==> src/rtl/utf8d_pkg.sv <==
// Package: shared widths, constants, decode result type and lead-length helper.
`timescale 1ns / 1ps
`default_nettype none
package utf8d_pkg;

    localparam int BYTE_W = 8;
    localparam int CP_W   = 21;
    localparam int USED_W = 3;
    localparam int WIN_N  = 4;

    localparam logic [CP_W-1:0] REPL_CP    = 21'h00FFFD;
    localparam logic [CP_W-1:0] MIN_CP3    = 21'h000800;
    localparam logic [CP_W-1:0] SURR_LO    = 21'h00D800;
    localparam logic [CP_W-1:0] SURR_HI    = 21'h00DFFF;
    localparam logic [CP_W-1:0] MIN_CP4    = 21'h010000;
    localparam logic [CP_W-1:0] MAX_CP     = 21'h10FFFF;
    localparam logic [CP_W-1:0] MIN_CP2    = 21'h000080;

    // Result of one decode attempt at the head of the byte window.
    typedef struct packed {
        logic [USED_W-1:0] need;
        logic              ok;
        logic [CP_W-1:0]   cp;
    } seq_res_t;

    // Sequence length selected by a lead byte; invalid leads count as one.
    function automatic logic [USED_W-1:0] seq_len(input logic [BYTE_W-1:0] lead);
        logic [USED_W-1:0] len;
        len = 3'd1;
        if (lead[7] == 1'b0)
            len = 3'd1;
        else if (lead[7:5] == 3'b110)
            len = 3'd2;
        else if (lead[7:4] == 4'b1110)
            len = 3'd3;
        else if (lead[7:3] == 5'b11110)
            len = 3'd4;
        return len;
    endfunction

endpackage
`default_nettype wire

==> src/rtl/utf8d_seq_decode.sv <==
// Shared decode unit: validates and assembles the sequence at the window head.
`timescale 1ns / 1ps
`default_nettype none
module utf8d_seq_decode
    import utf8d_pkg::*;
(
    input  wire logic [WIN_N-1:0][BYTE_W-1:0] win,
    output seq_res_t                          res
);
    logic [USED_W-1:0] len;
    logic              c1, c2, c3;
    logic [CP_W-1:0]   v2, v3, v4;

    always_comb
    begin
        len = seq_len(win[0]);
        c1  = (win[1][7:6] == 2'b10);
        c2  = (win[2][7:6] == 2'b10);
        c3  = (win[3][7:6] == 2'b10);
        v2  = {10'd0, win[0][4:0], win[1][5:0]};
        v3  = {5'd0, win[0][3:0], win[1][5:0], win[2][5:0]};
        v4  = {win[0][2:0], win[1][5:0], win[2][5:0], win[3][5:0]};

        res.need = len;
        res.ok   = 1'b0;
        res.cp   = REPL_CP;
        case (len)
            3'd1:
            begin
                res.ok = (win[0][7] == 1'b0);
                res.cp = {13'd0, win[0]};
            end
            3'd2:
            begin
                res.ok = c1 && (v2 >= MIN_CP2);
                res.cp = v2;
            end
            3'd3:
            begin
                res.ok = c1 && c2 && (v3 >= MIN_CP3) && !((v3 >= SURR_LO) && (v3 <= SURR_HI));
                res.cp = v3;
            end
            3'd4:
            begin
                res.ok = c1 && c2 && c3 && (v4 >= MIN_CP4) && (v4 <= MAX_CP);
                res.cp = v4;
            end
            default:
            begin
                res.ok = 1'b0;
                res.cp = REPL_CP;
            end
        endcase
    end
endmodule
`default_nettype wire

==> config.mk <==
export PLATFORM = sky130hd
export DESIGN_NAME = utf8d_seq_decode
export DESIGN_NICKNAME = d
export VERILOG_FILES = /design/src/rtl/utf8d_pkg.sv /design/src/rtl/utf8d_seq_decode.sv
export SDC_FILE = /design/constraint.sdc
export NUM_CORES = 1
export LEC_CHECK = 0
export BUFFER_PORTS_ARGS = -buffer_cell sky130_fd_sc_hd__buf_2
export CORE_MARGIN = 2
export CORE_UTILIZATION = 41
export DETAILED_ROUTE_END_ITERATION = 8
export PLACE_DENSITY_LB_ADDON = 0.08
export SYNTH_ARGS = -nofsm -noshare
export SYNTH_HDL_FRONTEND = slang
export SYNTH_SLANG_ARGS = --single-unit
==> constraint.sdc <==
create_clock -name vclk -period 2.75
set_input_delay 0.4125 -clock vclk [all_inputs]
set_output_delay 0.4125 -clock vclk [all_outputs]
set_load 0.05 [all_outputs]
==> metrics.log <==
INFO  metric status = complete, no violations
INFO  metric power_switching_share = 70.0%
INFO  metric hp-class = primary input to primary output
INFO  metric criticalPathCategory = primary input to primary output
INFO  metric timing.max_cap.violations = 0
INFO  metric slew_headroom = 63.8%
INFO  metric fmax = 441 MHz
INFO  metric grt_first_pass_wirelength = 2530 µm
INFO  metric netlist-cell-type-count = 32
INFO  metric area_occupied_by_registers = 0 µm²
INFO  metric syn-num-nets = 121
INFO  metric syn_area = 566 µm²
INFO  metric layout.filler_cells = 133
INFO  metric power.static_leakage = 0.433 nW
INFO  metric final_layout_size_suffix_gt1_share = 43.9%
INFO  metric slew_viol_final = 0
INFO  metric initialDrtViolationCount = 18
INFO  metric wl_per_cell = 12.9 µm
INFO  metric detailed_place_hpwl = 1510 µm
INFO  metric numSequentialCells = 0
INFO  metric holdPathStages = 4
INFO  metric first_global_vias = 568
INFO  metric pwr_density_cell = 203 nW/µm²
INFO  metric number_of_i_o_pins = 57
INFO  metric maximum_number_of_pins_on_one_net_before_global_route_repair = 19
INFO  metric via_count = 914
INFO  metric finalNetCount = 173
INFO  metric comb_power_share = 100.0%
INFO  metric num-clock-buffers = 0
INFO  metric cts_hold_repair.buffers = 0
INFO  metric core = 1300 µm²
INFO  metric finalWirelength = 1980 µm
INFO  metric tightest_slew = 0.541 ns
INFO  metric synth_top_cells_by_area = sky130_fd_sc_hd__a22o_1 (7.7%), sky130_fd_sc_hd__nand2_1 (7.3%), sky130_fd_sc_hd__nor3_4 (5.8%)
INFO  metric place.port_buffers = 57
INFO  metric yosys.area.top_type_share = 7.74%
INFO  metric layout_worst_path_cycle_share = 82.5%
INFO  metric internal_power = 0.0512 mW
INFO  metric end_kind = primary output
INFO  metric postCtsResizedCells = 0
INFO  metric hp-start = win[18]
INFO  metric critical_path.max_fanout = 18
INFO  metric peakVddDrop = 0.122 mV
INFO  metric power.switching = 0.120 mW
INFO  metric post-cts-setup-buffer-count = 0
INFO  metric whs_endpoint = res[8]
INFO  metric required = 2.34 ns
INFO  metric fp-row-count = 13
INFO  metric die_x = 41.1 µm
INFO  metric finalSetupViolCount = 0
INFO  metric setup_repair_after_global_routing_missed_its_margin = false
INFO  metric worstSetupStartpointType = primary input
INFO  metric worstPathArrival = 1.86 ns
INFO  metric grt_antenna_before_repair = 0
INFO  metric synth_area_per_cell = 6.35 µm²
INFO  metric place_congestion = 0.808
INFO  metric postRouteAntennaNets = 0
INFO  metric synth_area_leader_cell = sky130_fd_sc_hd__a22o_1
INFO  metric insertedDiodeCount = 0
INFO  metric final_cell_area = 841 µm²
INFO  metric min_clock_period_post_route = 2.27 ns
INFO  metric setup_tns = 0 ns
INFO  metric final_util = 64.6%
INFO  metric floorplan_die_area = 1690 µm²
INFO  metric globalRouteTotalUtil = 21.2%
INFO  metric synthToLayoutAreaGrowth = 48.7%
INFO  metric drt_first_pass_iters = 4
INFO  metric starting_density = 43.5%
INFO  metric synth-seq-area-share = 0%
INFO  metric dp_area = 841 µm²
INFO  metric p_clk_share = 0%
INFO  metric syn_inst = 89
INFO  metric seq_power_share = 0%
INFO  metric vias_per_cell = 5.94
INFO  metric remaining_overflow_grt = 0
INFO  metric hold_violations = 0
INFO  metric p_total = 0.171 mW
INFO  metric synth.yosys.warnings = 0
INFO  metric drt_drc_violations_left = 0
INFO  metric die_h = 41.1 µm
## cell usage after synthesis, types with 2 or more instances
master,count
sky130_fd_sc_hd__nor3_4,2
sky130_fd_sc_hd__and2_1,5
sky130_fd_sc_hd__nor2_1,5
sky130_fd_sc_hd__o221ai_1,2
sky130_fd_sc_hd__nand4_1,2
sky130_fd_sc_hd__a21oi_1,5
sky130_fd_sc_hd__a22o_1,5
sky130_fd_sc_hd__nor2b_1,2
sky130_fd_sc_hd__nor3b_1,4
sky130_fd_sc_hd__o21ai_1,5
sky130_fd_sc_hd__a221o_1,2
sky130_fd_sc_hd__a22oi_1,4
sky130_fd_sc_hd__inv_1,4
sky130_fd_sc_hd__clkbuf_1,3
sky130_fd_sc_hd__or4_1,2
sky130_fd_sc_hd__nand2_1,11
sky130_fd_sc_hd__a31oi_1,2
sky130_fd_sc_hd__nand3_1,3
sky130_fd_sc_hd__o21ai_0,2
sky130_fd_sc_hd__a221oi_1,3
sky130_fd_sc_hd__buf_2,5
## critical path: stages
cell	delay (ns)
sky130_fd_sc_hd__buf_2	0.29
sky130_fd_sc_hd__nand2_1	0.18
sky130_fd_sc_hd__nor3_4	0.46
sky130_fd_sc_hd__nand3_1	0.13
sky130_fd_sc_hd__nand4_1	0.12
sky130_fd_sc_hd__buf_2	0.26
## worst max path at each step
stage,slack (ns),cells after the start,end,from
after global routing,0.30,6,res[5],win[4]
after global placement,0.54,6,res[5],win[4]
after detailed placement,0.46,6,res[21],win[4]
final,0.48,6,res[21],win[4]
after CTS,0.47,6,res[21],win[4]
after floorplan,0.48,6,res[5],win[4]
## cells in the final DEF, fill, tap and decap left out, drive strengths merged, types with 2 or more instances in the layout
master / synthesis / layout
nand4: 2 / 2
a31oi: 2 / 2
nand3: 3 / 3
nor3b: 4 / 4
a221o: 2 / 2
inv: 4 / 4
buf: 5 / 58
and2: 5 / 5
a21oi: 5 / 5
a22o: 5 / 5
nor2: 5 / 5
nor2b: 2 / 2
o221ai: 2 / 2
a22oi: 4 / 4
or4: 2 / 2
nor3: 2 / 2
o21ai: 7 / 7
a221oi: 3 / 3
nand2: 12 / 12
## through the flow
step | hold slack [ns] | instances | worst slack, ns
after floorplan | 1.09 | 89 | 0.480
after global placement | 1.21 | 154 | 0.543
after detailed placement | 1.22 | 154 | 0.463
after CTS | 1.22 | 154 | 0.471
after global routing | 1.25 | 154 | 0.300
final | 1.22 | 154 | 0.482
## layout make-up
class | instances | area (µm²) | share of cell area [%]
timing repair buffer | 58 | 293 | 34.8
tap | 15 | 18.8 | 2.23
inverter | 4 | 15.0 | 1.79
multi-input combinational | 77 | 514 | 61.2
## routing by layer
metal | up-vias | routed length (µm) | GRT usage, %
met5 | - | 0 | 0
met4 | 0 | 0 | 0
met3 | 0 | 201 | 0
met2 | 49 | 951 | 35.5
met1 | 414 | 828 | 31.7
li1 | 451 | - | -
## cell families (layout without fill, tap and decap cells)
kind of cell | Yosys count | after routing | share of synthesized area (%)
and+or+nand+nor | 42 | 42 | 46.5
buffers and inverters | 12 | 62 | 9.07
AOI/OAI and AO/OA | 34 | 34 | 42.9
xor gates and xnor gates | 1 | 1 | 1.55
## power by group through the flow
stage                     Clock [mW]  Sequential [mW]  Combinational (mW)
final                              0                0               0.171
after global routing               0                0               0.183
after CTS                          0                0               0.171
after detailed placement           0                0               0.170
after global placement             0                0               0.168
after floorplan                    0                0               0.117
Note: power is estimated with default switching activity, not from simulation.
